--- src/design/kpt_pkg.sv ---
`default_nettype none

package kpt_pkg;

    // width of every measurement, estimate and variance field and configuration register on the ports
    localparam int IO_WIDTH = 32;

    localparam int DATA_WIDTH_DEF = 32;
    localparam int FRAC_BITS_DEF  = 16;

    // configuration register map
    localparam int CFG_IDX_W = 4;
    localparam logic [CFG_IDX_W-1:0] REG_INIT_X     = 4'd0;
    localparam logic [CFG_IDX_W-1:0] REG_INIT_Y     = 4'd1;
    localparam logic [CFG_IDX_W-1:0] REG_INIT_COV   = 4'd2;
    localparam logic [CFG_IDX_W-1:0] REG_MEAS_NOISE = 4'd3;

    // register reset values: 4.0, 0.0, 1000.0 and 0.1 in Q16.16
    localparam logic [IO_WIDTH-1:0] INIT_X_RST     = 32'd262144;
    localparam logic [IO_WIDTH-1:0] INIT_Y_RST     = 32'd0;
    localparam logic [IO_WIDTH-1:0] INIT_COV_RST   = 32'd65536000;
    localparam logic [IO_WIDTH-1:0] MEAS_NOISE_RST = 32'd6554;

    typedef struct packed {
        logic signed [IO_WIDTH-1:0] meas_x;
        logic signed [IO_WIDTH-1:0] meas_y;
        logic                       restart;
    } t_in_item;

    typedef struct packed {
        logic signed [IO_WIDTH-1:0] est_x;
        logic signed [IO_WIDTH-1:0] est_y;
        logic        [IO_WIDTH-1:0] var_x;
        logic        [IO_WIDTH-1:0] var_y;
    } t_out_item;

    // controller to datapath commands
    typedef struct packed {
        logic load;      // capture a new item and form prediction
        logic reload;    // take the starting point from configuration
        logic div_step;  // one restoring division bit
        logic mul_init;  // derive the second gain fraction, clear products
        logic mul_step;  // one shift-add multiplier bit
        logic commit;    // write new estimate and variance
    } t_cmd;

endpackage

`default_nettype wire

--- src/design/kpt_ctrl.sv ---
`default_nettype none

module kpt_ctrl
    import kpt_pkg::*;
#(
    parameter int FRAC_BITS = FRAC_BITS_DEF
) (
    input  wire logic i_clk,
    input  wire logic i_rst_n,
    input  wire logic i_in_valid,
    input  wire logic i_restart,
    output logic      o_in_stall,
    output logic      o_out_valid,
    input  wire logic i_out_stall,
    output t_cmd      o_cmd
);

    localparam int CNT_W = $clog2(FRAC_BITS + 1);
    localparam logic [CNT_W-1:0] CNT_LAST = CNT_W'(FRAC_BITS);

    localparam logic [2:0] S_IDLE  = 3'd0;
    localparam logic [2:0] S_DIV   = 3'd1;
    localparam logic [2:0] S_MINIT = 3'd2;
    localparam logic [2:0] S_MUL   = 3'd3;
    localparam logic [2:0] S_DONE  = 3'd4;

    logic [2:0]       r_state, n_state;
    logic [CNT_W-1:0] r_cnt, n_cnt;
    logic             r_started, n_started;
    logic             r_out_valid, n_out_valid;
    logic             w_accept;
    logic             w_commit;

    assign o_in_stall  = (r_state != S_IDLE) || !i_rst_n;
    assign o_out_valid = r_out_valid;
    assign w_accept    = i_in_valid && (r_state == S_IDLE);
    assign w_commit    = (r_state == S_DONE) && (!r_out_valid || !i_out_stall);

    always_comb begin
        n_state     = r_state;
        n_cnt       = r_cnt;
        n_started   = r_started;
        n_out_valid = r_out_valid && i_out_stall;
        o_cmd       = '0;
        case (r_state)
            S_IDLE: begin
                if (w_accept) begin
                    o_cmd.load   = 1'b1;
                    o_cmd.reload = !r_started || i_restart;
                    n_started    = 1'b1;
                    n_cnt        = '0;
                    n_state      = S_DIV;
                end
            end
            S_DIV: begin
                o_cmd.div_step = 1'b1;
                n_cnt          = r_cnt + 1'b1;
                if (r_cnt == CNT_LAST) begin
                    n_state = S_MINIT;
                end
            end
            S_MINIT: begin
                o_cmd.mul_init = 1'b1;
                n_cnt          = '0;
                n_state        = S_MUL;
            end
            S_MUL: begin
                o_cmd.mul_step = 1'b1;
                n_cnt          = r_cnt + 1'b1;
                if (r_cnt == CNT_LAST) begin
                    n_state = S_DONE;
                end
            end
            S_DONE: begin
                // wait until the output register is free
                if (w_commit) begin
                    o_cmd.commit = 1'b1;
                    n_out_valid  = 1'b1;
                    n_state      = S_IDLE;
                end
            end
            default: begin
                n_state = S_IDLE;
            end
        endcase
    end

    always_ff @(posedge i_clk) begin
        if (!i_rst_n) begin
            r_state     <= S_IDLE;
            r_cnt       <= '0;
            r_started   <= 1'b0;
            r_out_valid <= 1'b0;
        end else begin
            r_state     <= n_state;
            r_cnt       <= n_cnt;
            r_started   <= n_started;
            r_out_valid <= n_out_valid;
        end
    end

    a_commit_free: assert property (@(posedge i_clk) disable iff (!i_rst_n)
        w_commit |-> (!r_out_valid || !i_out_stall))
        else $error("commit while output register still holds a result");

    a_valid_from_commit: assert property (@(posedge i_clk) disable iff (!i_rst_n)
        $rose(r_out_valid) |-> $past(w_commit))
        else $error("output valid raised without a commit");

    a_accept_starts_div: assert property (@(posedge i_clk) disable iff (!i_rst_n)
        w_accept |=> (r_state == S_DIV) && (r_cnt == '0))
        else $error("accepted transaction did not start the division");

    a_mul_starts_clean: assert property (@(posedge i_clk) disable iff (!i_rst_n)
        (r_state == S_MINIT) |=> (r_state == S_MUL) && (r_cnt == '0))
        else $error("multiply phase did not start from bit zero");

endmodule

`default_nettype wire

--- src/design/kpt_axis.sv ---
`default_nettype none

module kpt_axis
    import kpt_pkg::*;
#(
    parameter int DATA_WIDTH = DATA_WIDTH_DEF,
    parameter int FRAC_BITS  = FRAC_BITS_DEF
) (
    input  wire logic                i_clk,
    input  wire t_cmd                i_cmd,
    input  wire logic [IO_WIDTH-1:0] i_meas,
    input  wire logic [IO_WIDTH-1:0] i_init_pos,
    input  wire logic [IO_WIDTH-1:0] i_init_var,
    input  wire logic [IO_WIDTH-1:0] i_noise,
    output logic      [IO_WIDTH-1:0] o_est,
    output logic      [IO_WIDTH-1:0] o_var
);

    localparam int DW   = DATA_WIDTH;
    localparam int FB   = FRAC_BITS;
    localparam int AW_E = DW + FB + 2;
    localparam int AW_P = DW + FB + 1;
    localparam logic [FB:0] ONE_Q = {1'b1, {FB{1'b0}}};

    // filter state
    logic [DW-1:0] r_est;
    logic [DW-1:0] r_var;
    logic [DW-1:0] r_prev;
    // per-item working registers
    logic [DW-1:0]          r_meas;
    logic signed [DW+1:0]   r_pred;
    logic [DW:0]            r_emag;
    logic                   r_eneg;
    logic [DW-1:0]          r_p;
    logic [DW:0]            r_s;
    logic [DW+1:0]          r_rem;
    logic [FB:0]            r_k;
    logic [FB:0]            r_l;
    logic [AW_E-1:0]        r_acc_e;
    logic [AW_P-1:0]        r_acc_p;

    logic [DW-1:0]        w_meas;
    logic [DW-1:0]        w_base_est;
    logic [DW-1:0]        w_base_prev;
    logic [DW-1:0]        w_p;
    logic [DW-1:0]        w_noise;
    logic signed [DW+1:0] w_pred;
    logic signed [DW:0]   w_err;
    logic [DW:0]          w_err_u;
    logic [DW:0]          w_emag;
    logic [DW:0]          w_s;
    logic                 w_ge;
    logic [DW+1:0]        w_rem_sub;
    logic                 w_s_zero;
    logic                 w_rem_nz;
    logic [FB:0]          w_l;
    logic [DW+1:0]        w_corr_mag;
    logic signed [DW+2:0] w_corr;
    logic signed [DW+2:0] w_sum;
    logic                 w_fits;
    logic [DW-1:0]        w_sat;

    assign w_meas      = DW'(i_meas);
    assign w_noise     = DW'(i_noise);
    assign w_base_est  = i_cmd.reload ? DW'(i_init_pos) : r_est;
    assign w_base_prev = i_cmd.reload ? DW'(i_init_pos) : r_prev;
    assign w_p         = i_cmd.reload ? DW'(i_init_var) : r_var;

    // prediction and innovation at full precision
    assign w_pred  = (DW+2)'($signed(w_base_est)) + (DW+2)'($signed(w_meas))
                   - (DW+2)'($signed(w_base_prev));
    assign w_err   = (DW+1)'($signed(w_base_prev)) - (DW+1)'($signed(w_base_est));
    assign w_err_u = w_err;
    assign w_emag  = w_err_u[DW] ? ((~w_err_u) + 1'b1) : w_err_u;
    assign w_s     = {1'b0, w_p} + {1'b0, w_noise};

    // restoring division, one quotient bit per step
    assign w_ge      = (r_rem >= {1'b0, r_s});
    assign w_rem_sub = w_ge ? (r_rem - {1'b0, r_s}) : r_rem;

    // second fraction from the first one and its remainder
    assign w_s_zero = (r_s == '0);
    assign w_rem_nz = (r_rem != '0);
    assign w_l      = ONE_Q - r_k - (FB+1)'(w_rem_nz);

    // correction, truncated toward zero, then saturated estimate
    assign w_corr_mag = r_acc_e[AW_E-1:FB];
    assign w_corr     = r_eneg ? -$signed({1'b0, w_corr_mag}) : $signed({1'b0, w_corr_mag});
    assign w_sum      = (DW+3)'(r_pred) + w_corr;
    assign w_fits     = (&w_sum[DW+2:DW-1]) || !(|w_sum[DW+2:DW-1]);
    assign w_sat      = w_fits ? w_sum[DW-1:0]
                      : (w_sum[DW+2] ? {1'b1, {(DW-1){1'b0}}} : {1'b0, {(DW-1){1'b1}}});

    always_ff @(posedge i_clk) begin
        if (i_cmd.load) begin
            r_meas <= w_meas;
            r_pred <= w_pred;
            r_emag <= w_emag;
            r_eneg <= w_err_u[DW];
            r_p    <= w_p;
            r_s    <= w_s;
            r_rem  <= {2'b00, w_p};
            r_k    <= '0;
        end
        if (i_cmd.div_step) begin
            r_rem <= {w_rem_sub[DW:0], 1'b0};
            r_k   <= {r_k[FB-1:0], w_ge};
        end
        if (i_cmd.mul_init) begin
            r_k     <= w_s_zero ? '0 : r_k;
            r_l     <= w_s_zero ? '0 : w_l;
            r_acc_e <= '0;
            r_acc_p <= '0;
        end
        if (i_cmd.mul_step) begin
            r_acc_e <= {r_acc_e[AW_E-2:0], 1'b0} + (r_k[FB] ? AW_E'(r_emag) : '0);
            r_acc_p <= {r_acc_p[AW_P-2:0], 1'b0} + (r_l[FB] ? AW_P'(r_p) : '0);
            r_k     <= {r_k[FB-1:0], 1'b0};
            r_l     <= {r_l[FB-1:0], 1'b0};
        end
        if (i_cmd.commit) begin
            r_est  <= w_sat;
            r_var  <= r_acc_p[FB+DW-1:FB];
            r_prev <= r_meas;
        end
    end

    assign o_est = IO_WIDTH'(r_est);
    assign o_var = IO_WIDTH'(r_var);

endmodule

`default_nettype wire

--- src/design/kalman_position_tracker_2d.sv ---
`default_nettype none

// Two-axis position tracker: each (x,y) measurement transaction runs through two
// independent scalar Kalman filters that work side by side, and returns the new
// estimate (saturated) and variance per axis. An item is worked through the
// restoring divider that forms the gain and then the shift-add multiplier that
// applies it, each retiring one bit per cycle; the result is committed once the
// previous result is no longer held by output stall, and no new item is accepted
// until then. A finished result waits in the output register while the next
// item is taken.
// Configuration is to be written through the cfg port only while no item is in
// flight; the block itself does not enforce this. The first item after reset,
// or one with restart set, starts from the configured position and covariance.
module kalman_position_tracker_2d
    import kpt_pkg::*;
#(
    parameter int DATA_WIDTH = DATA_WIDTH_DEF,
    parameter int FRAC_BITS  = FRAC_BITS_DEF
) (
    input  wire logic                 i_clk,
    input  wire logic                 i_rst_n,
    input  wire logic                 i_in_valid,
    output logic                      o_in_stall,
    input  wire t_in_item             i_in_data,
    output logic                      o_out_valid,
    input  wire logic                 i_out_stall,
    output t_out_item                 o_out_data,
    input  wire logic                 i_cfg_valid,
    output logic                      o_cfg_ready,
    input  wire logic [CFG_IDX_W-1:0] i_cfg_index,
    input  wire logic [IO_WIDTH-1:0]  i_cfg_data
);

    logic [IO_WIDTH-1:0] r_init_x;
    logic [IO_WIDTH-1:0] r_init_y;
    logic [IO_WIDTH-1:0] r_init_cov;
    logic [IO_WIDTH-1:0] r_meas_noise;
    t_cmd                w_cmd;
    logic [IO_WIDTH-1:0] w_est_x;
    logic [IO_WIDTH-1:0] w_est_y;
    logic [IO_WIDTH-1:0] w_var_x;
    logic [IO_WIDTH-1:0] w_var_y;

    assign o_cfg_ready = i_rst_n;

    always_ff @(posedge i_clk) begin
        if (!i_rst_n) begin
            r_init_x     <= INIT_X_RST;
            r_init_y     <= INIT_Y_RST;
            r_init_cov   <= INIT_COV_RST;
            r_meas_noise <= MEAS_NOISE_RST;
        end else if (i_cfg_valid && o_cfg_ready) begin
            case (i_cfg_index)
                REG_INIT_X:     r_init_x     <= i_cfg_data;
                REG_INIT_Y:     r_init_y     <= i_cfg_data;
                REG_INIT_COV:   r_init_cov   <= i_cfg_data;
                REG_MEAS_NOISE: r_meas_noise <= i_cfg_data;
                default: begin
                end
            endcase
        end
    end

    kpt_ctrl #(
        .FRAC_BITS (FRAC_BITS)
    ) u_ctrl (
        .i_clk       (i_clk),
        .i_rst_n     (i_rst_n),
        .i_in_valid  (i_in_valid),
        .i_restart   (i_in_data.restart),
        .o_in_stall  (o_in_stall),
        .o_out_valid (o_out_valid),
        .i_out_stall (i_out_stall),
        .o_cmd       (w_cmd)
    );

    kpt_axis #(
        .DATA_WIDTH (DATA_WIDTH),
        .FRAC_BITS  (FRAC_BITS)
    ) u_axis_x (
        .i_clk      (i_clk),
        .i_cmd      (w_cmd),
        .i_meas     (i_in_data.meas_x),
        .i_init_pos (r_init_x),
        .i_init_var (r_init_cov),
        .i_noise    (r_meas_noise),
        .o_est      (w_est_x),
        .o_var      (w_var_x)
    );

    kpt_axis #(
        .DATA_WIDTH (DATA_WIDTH),
        .FRAC_BITS  (FRAC_BITS)
    ) u_axis_y (
        .i_clk      (i_clk),
        .i_cmd      (w_cmd),
        .i_meas     (i_in_data.meas_y),
        .i_init_pos (r_init_y),
        .i_init_var (r_init_cov),
        .i_noise    (r_meas_noise),
        .o_est      (w_est_y),
        .o_var      (w_var_y)
    );

    // filter state doubles as the output register: it only changes on commit
    assign o_out_data.est_x = w_est_x;
    assign o_out_data.est_y = w_est_y;
    assign o_out_data.var_x = w_var_x;
    assign o_out_data.var_y = w_var_y;

endmodule

`default_nettype wire

--- config.mk ---
export PLATFORM = sky130hd
export DESIGN_NAME = kalman_position_tracker_2d
export DESIGN_NICKNAME = d
export VERILOG_FILES = /design/src/design/kpt_pkg.sv /design/src/design/kpt_ctrl.sv /design/src/design/kpt_axis.sv /design/src/design/kalman_position_tracker_2d.sv
export SDC_FILE = /design/constraint.sdc
export NUM_CORES = 2
export LEC_CHECK = 0
export BUFFER_PORTS_ARGS = -buffer_cell sky130_fd_sc_hd__buf_2
export CORE_AREA = 2 2 338 507
export CTS_CLUSTER_SIZE = 20
export DETAILED_ROUTE_END_ITERATION = 6
export DIE_AREA = 0 0 340 509
export SLEW_MARGIN = 20
export SYNTH_ARGS = -nofsm -noshare
export SYNTH_HDL_FRONTEND = slang
export SYNTH_SLANG_ARGS = --single-unit
export TNS_END_PERCENT = 30
--- constraint.sdc ---
create_clock -name i_clk -period 21.3 [get_ports i_clk]
set_input_delay 6.39 -clock i_clk [delete_from_list [all_inputs] [get_ports i_clk]]
set_output_delay 6.39 -clock i_clk [all_outputs]
set_load 0.05 [all_outputs]
==> impl_metrics.yaml <==
clock_network:
  clk_latency_ps: 760
  hold_buffers: 0
  cts_setup_buffers: 0
  cts_resized: 0
  clkSinkCount: 992
  cts_tree: "built"
  cts_buffers: 104
  clockBufferDepth: 3
  clk_pin_slew_ps: 60
  ctsHtreeMaxLevel: 3
  clock-root-buffer: "clkbuf_16"
floorplanning:
  rows: 185
  coreArea_um2: 169000
  io_pins: 237
  dieWidth_um: 340
  dieArea_um2: 173000
  start_util_pct: 39.7
  die_y_um: 509
worst_setup_path:
  cp_max_fo: 36
  cp_slowest_cell: "buf_4"
  start_kind: "input pin"
  worst_setup_path_end_kind: "output pin"
  crit_buf_inv: 2
  cp.depth: 3
  worstPathArrival_ps: 7140
  worst-endpoint-required_ps: 14910
  slowest_delay_ps: 370
  r2r_cells: 21
  cp_cell_sequence: "buf_4, nand3b_1, buf_2"
  cp_top_family: "buffers and inverters"
  worst-setup-path-type: "input pin to output pin"
sta:
  drv_slew: 0
  setup_slack_ps: 7770
  maxSlewHeadroom_pct: 21.0
  fmax_mhz: 73.9
  setup_tns_ps: 0
  fin_skew_ps: 44.2
  worstMarginPinSlew_ps: 1170
  finalSetupViolations: 0
  hold_viol: 0
  finalCritPeriodShare_pct: 63.5
  rsz0062_at_grt: "false"
  finalCriticalPeriod_ps: 13530
power:
  power_density_nw_per_um2: 78.5
  power.total_uw: 5830
  ir_drop_uv: 75.0
  leakage_uw: 0.0298
final_layout:
  nets: 7774
  drive_gt1_share_pct: 7.74
  areaGrowthSynthToFinish_pct: 11.0
  fillCellCount: 16196
  fin_cells: 9478
  fin_util_pct: 44.0
logic_synthesis:
  syn-cell-area_um2: 66900
  yosys.cell_types.count: 109
  yosys_warnings: 0
  synth_edf_count: 848
  ys.flop_type: "edfxtp_1"
  seq_area_frac_synth_pct: 42.3
  async_reset_ff_share_pct: 0
  synthTopCellsByArea: "edfxtp_1, ha_1, xnor2_1, nand2_1, dfxtp_1"
  synth_top_area_cell: "edfxtp_1"
  avgSynthCellArea_um2: 9.62
  synth_most_common_cell: "nand2_1"
  ys_ff_latch: 992
  synthesis.instances: 6962
  synth_nets: 7606
  netlist.area_leader.share_pct: 38.0
  synth_top_cells_by_count: "nand2_1, edfxtp_1, ha_1"
detailed_routing:
  routedLengthMet1_um: 82100
  drc: 2
  drtAntennaViolNets: 0
  vias: 53876
  drt-initial-drc-count: 3978
  totalWireLength_um: 215000
  dr.pass1.iters: 7
  met2_wirelength_um: 107000
  vias_per_cell: 5.68
  top_layer_used: "met5"
  avgRoutedWirePerCell_um: 22.7
  wl_met3_um: 14000
placement:
  gp_congestion: 0.966
  port_buffers: 236
  dpl.hpwl_um: 165000
  numPlacedInstances: 9268
  post-place-ws_ps: 7770
worst_hold_path:
  whs_path_depth: 0
  hold_class: "register to register"
global_routing:
  grt_max_degree: 173
  antenna_found_initial: 22
  grt_pass1_wl_um: 319000
  grt_overflow: 0
  grt_pass1_vias: 52845
  grt_usage_pct: 24.2
run:
  drv_cap: 0
run_status:
  violations: "design-rule violations"
  status: "finished, violations left"
-- logic make-up (layout without fill, tap and decap cells) --
kind of cell / Yosys count / count (layout) / synth area share [%]
xor+xnor: 620 / 620 / 8.11
fa+ha+maj: 569 / 569 / 11.0
compound gates: 1873 / 1873 / 18.3
simple gates: 2249 / 2249 / 15.9
other cells: 0 / 14 / 0
buf+inv: 597 / 855 / 3.46
mux: 62 / 62 / 0.946
flops: 992 / 992 / 42.3
-- worst reg2reg max path, delay by kind of cell (launching register included) --
family                   cells  cell delay, ps
XOR/XNOR                     1             160
adder cells (fa/ha/maj)      2             570
buffers and inverters        5            1470
AND/OR/NAND/NOR              3            1390
AO/OA/AOI/OAI               10            3140
flip-flops                   1             520
-- registers in the layout, summed over array words and instances (netlist names), 33 cells and up --
| signal | flops |
|---|---|
| u_axis_x.r_emag | 33 |
| u_axis_y.r_emag | 33 |
| u_axis_x.r_s | 33 |
| u_axis_x.r_acc_p | 48 |
| u_axis_x.r_rem | 34 |
| u_axis_x.r_acc_e | 50 |
| u_axis_y.r_acc_e | 50 |
| u_axis_y.r_s | 33 |
| u_axis_x.r_pred | 34 |
| u_axis_y.r_acc_p | 48 |
| u_axis_y.r_rem | 34 |
| u_axis_y.r_pred | 34 |
-- final cells by class --
cell class | instances | area, um^2 | share of cell area [%]
multi-input combinational | 5373 | 36400 | 49.0
sequential | 992 | 28300 | 38.1
clock buffer | 126 | 2870 | 3.87
tap | 2244 | 2810 | 3.78
timing repair buffer | 281 | 1620 | 2.19
inverter | 378 | 1430 | 1.93
clock inverter | 70 | 805 | 1.08
antenna | 14 | 35.0 | 0.0471
-- path summary, 6_finish.rpt --
path	start	slack [ps]	to
max reg2reg	u_ctrl.r_state[2]	13780	u_axis_x.r_emag[19]
max	i_rst_n	7770	o_in_stall
min	u_axis_x.r_meas[4]	400	u_axis_x.r_prev[4]
min reg2reg	u_axis_x.r_meas[4]	400	u_axis_x.r_prev[4]
-- metrics by stage --
step	hold WS, ps	cell area [um^2]
floorplan	400	66900
global placement	401	70500
detailed placement	405	70600
CTS	412	74300
global route	420	74300
finish	401	74300
-- layer usage --
metal | GRT usage (%) | up-vias
met5 | 0 | -
met4 | 13.0 | 6
met3 | 3.71 | 507
met2 | 42.9 | 1744
met1 | 28.0 | 26128
li1 | - | 25491
-- power breakdown --
part	switching (uW)	internal, uW	leakage, uW
clock network	859	1130	0.00180
registers	72.7	2270	0.00907
logic	912	590	0.0190
total	1840	3990	0.0298
-- placed cells by master (no fill, tap or decap), types with 55 or more instances in the layout --
master and n:
a21boi_0 191, a21o_1 242, a21oi_1 454, a31oi_1 59
and2_1 148, and3_1 72, buf_2 235, clkbuf_16 110
dfxtp_1 144, edfxtp_1 848, ha_1 497, inv_1 375
mux2i_1 55, nand2_1 901, nand2b_1 100, nand3_1 116
nor2_1 453, nor2b_1 98, nor3_1 100, o21a_1 67
o21ai_0 397, o21bai_1 62, xnor2_1 392, xor2_1 228
(Power assumes the default switching activity.)
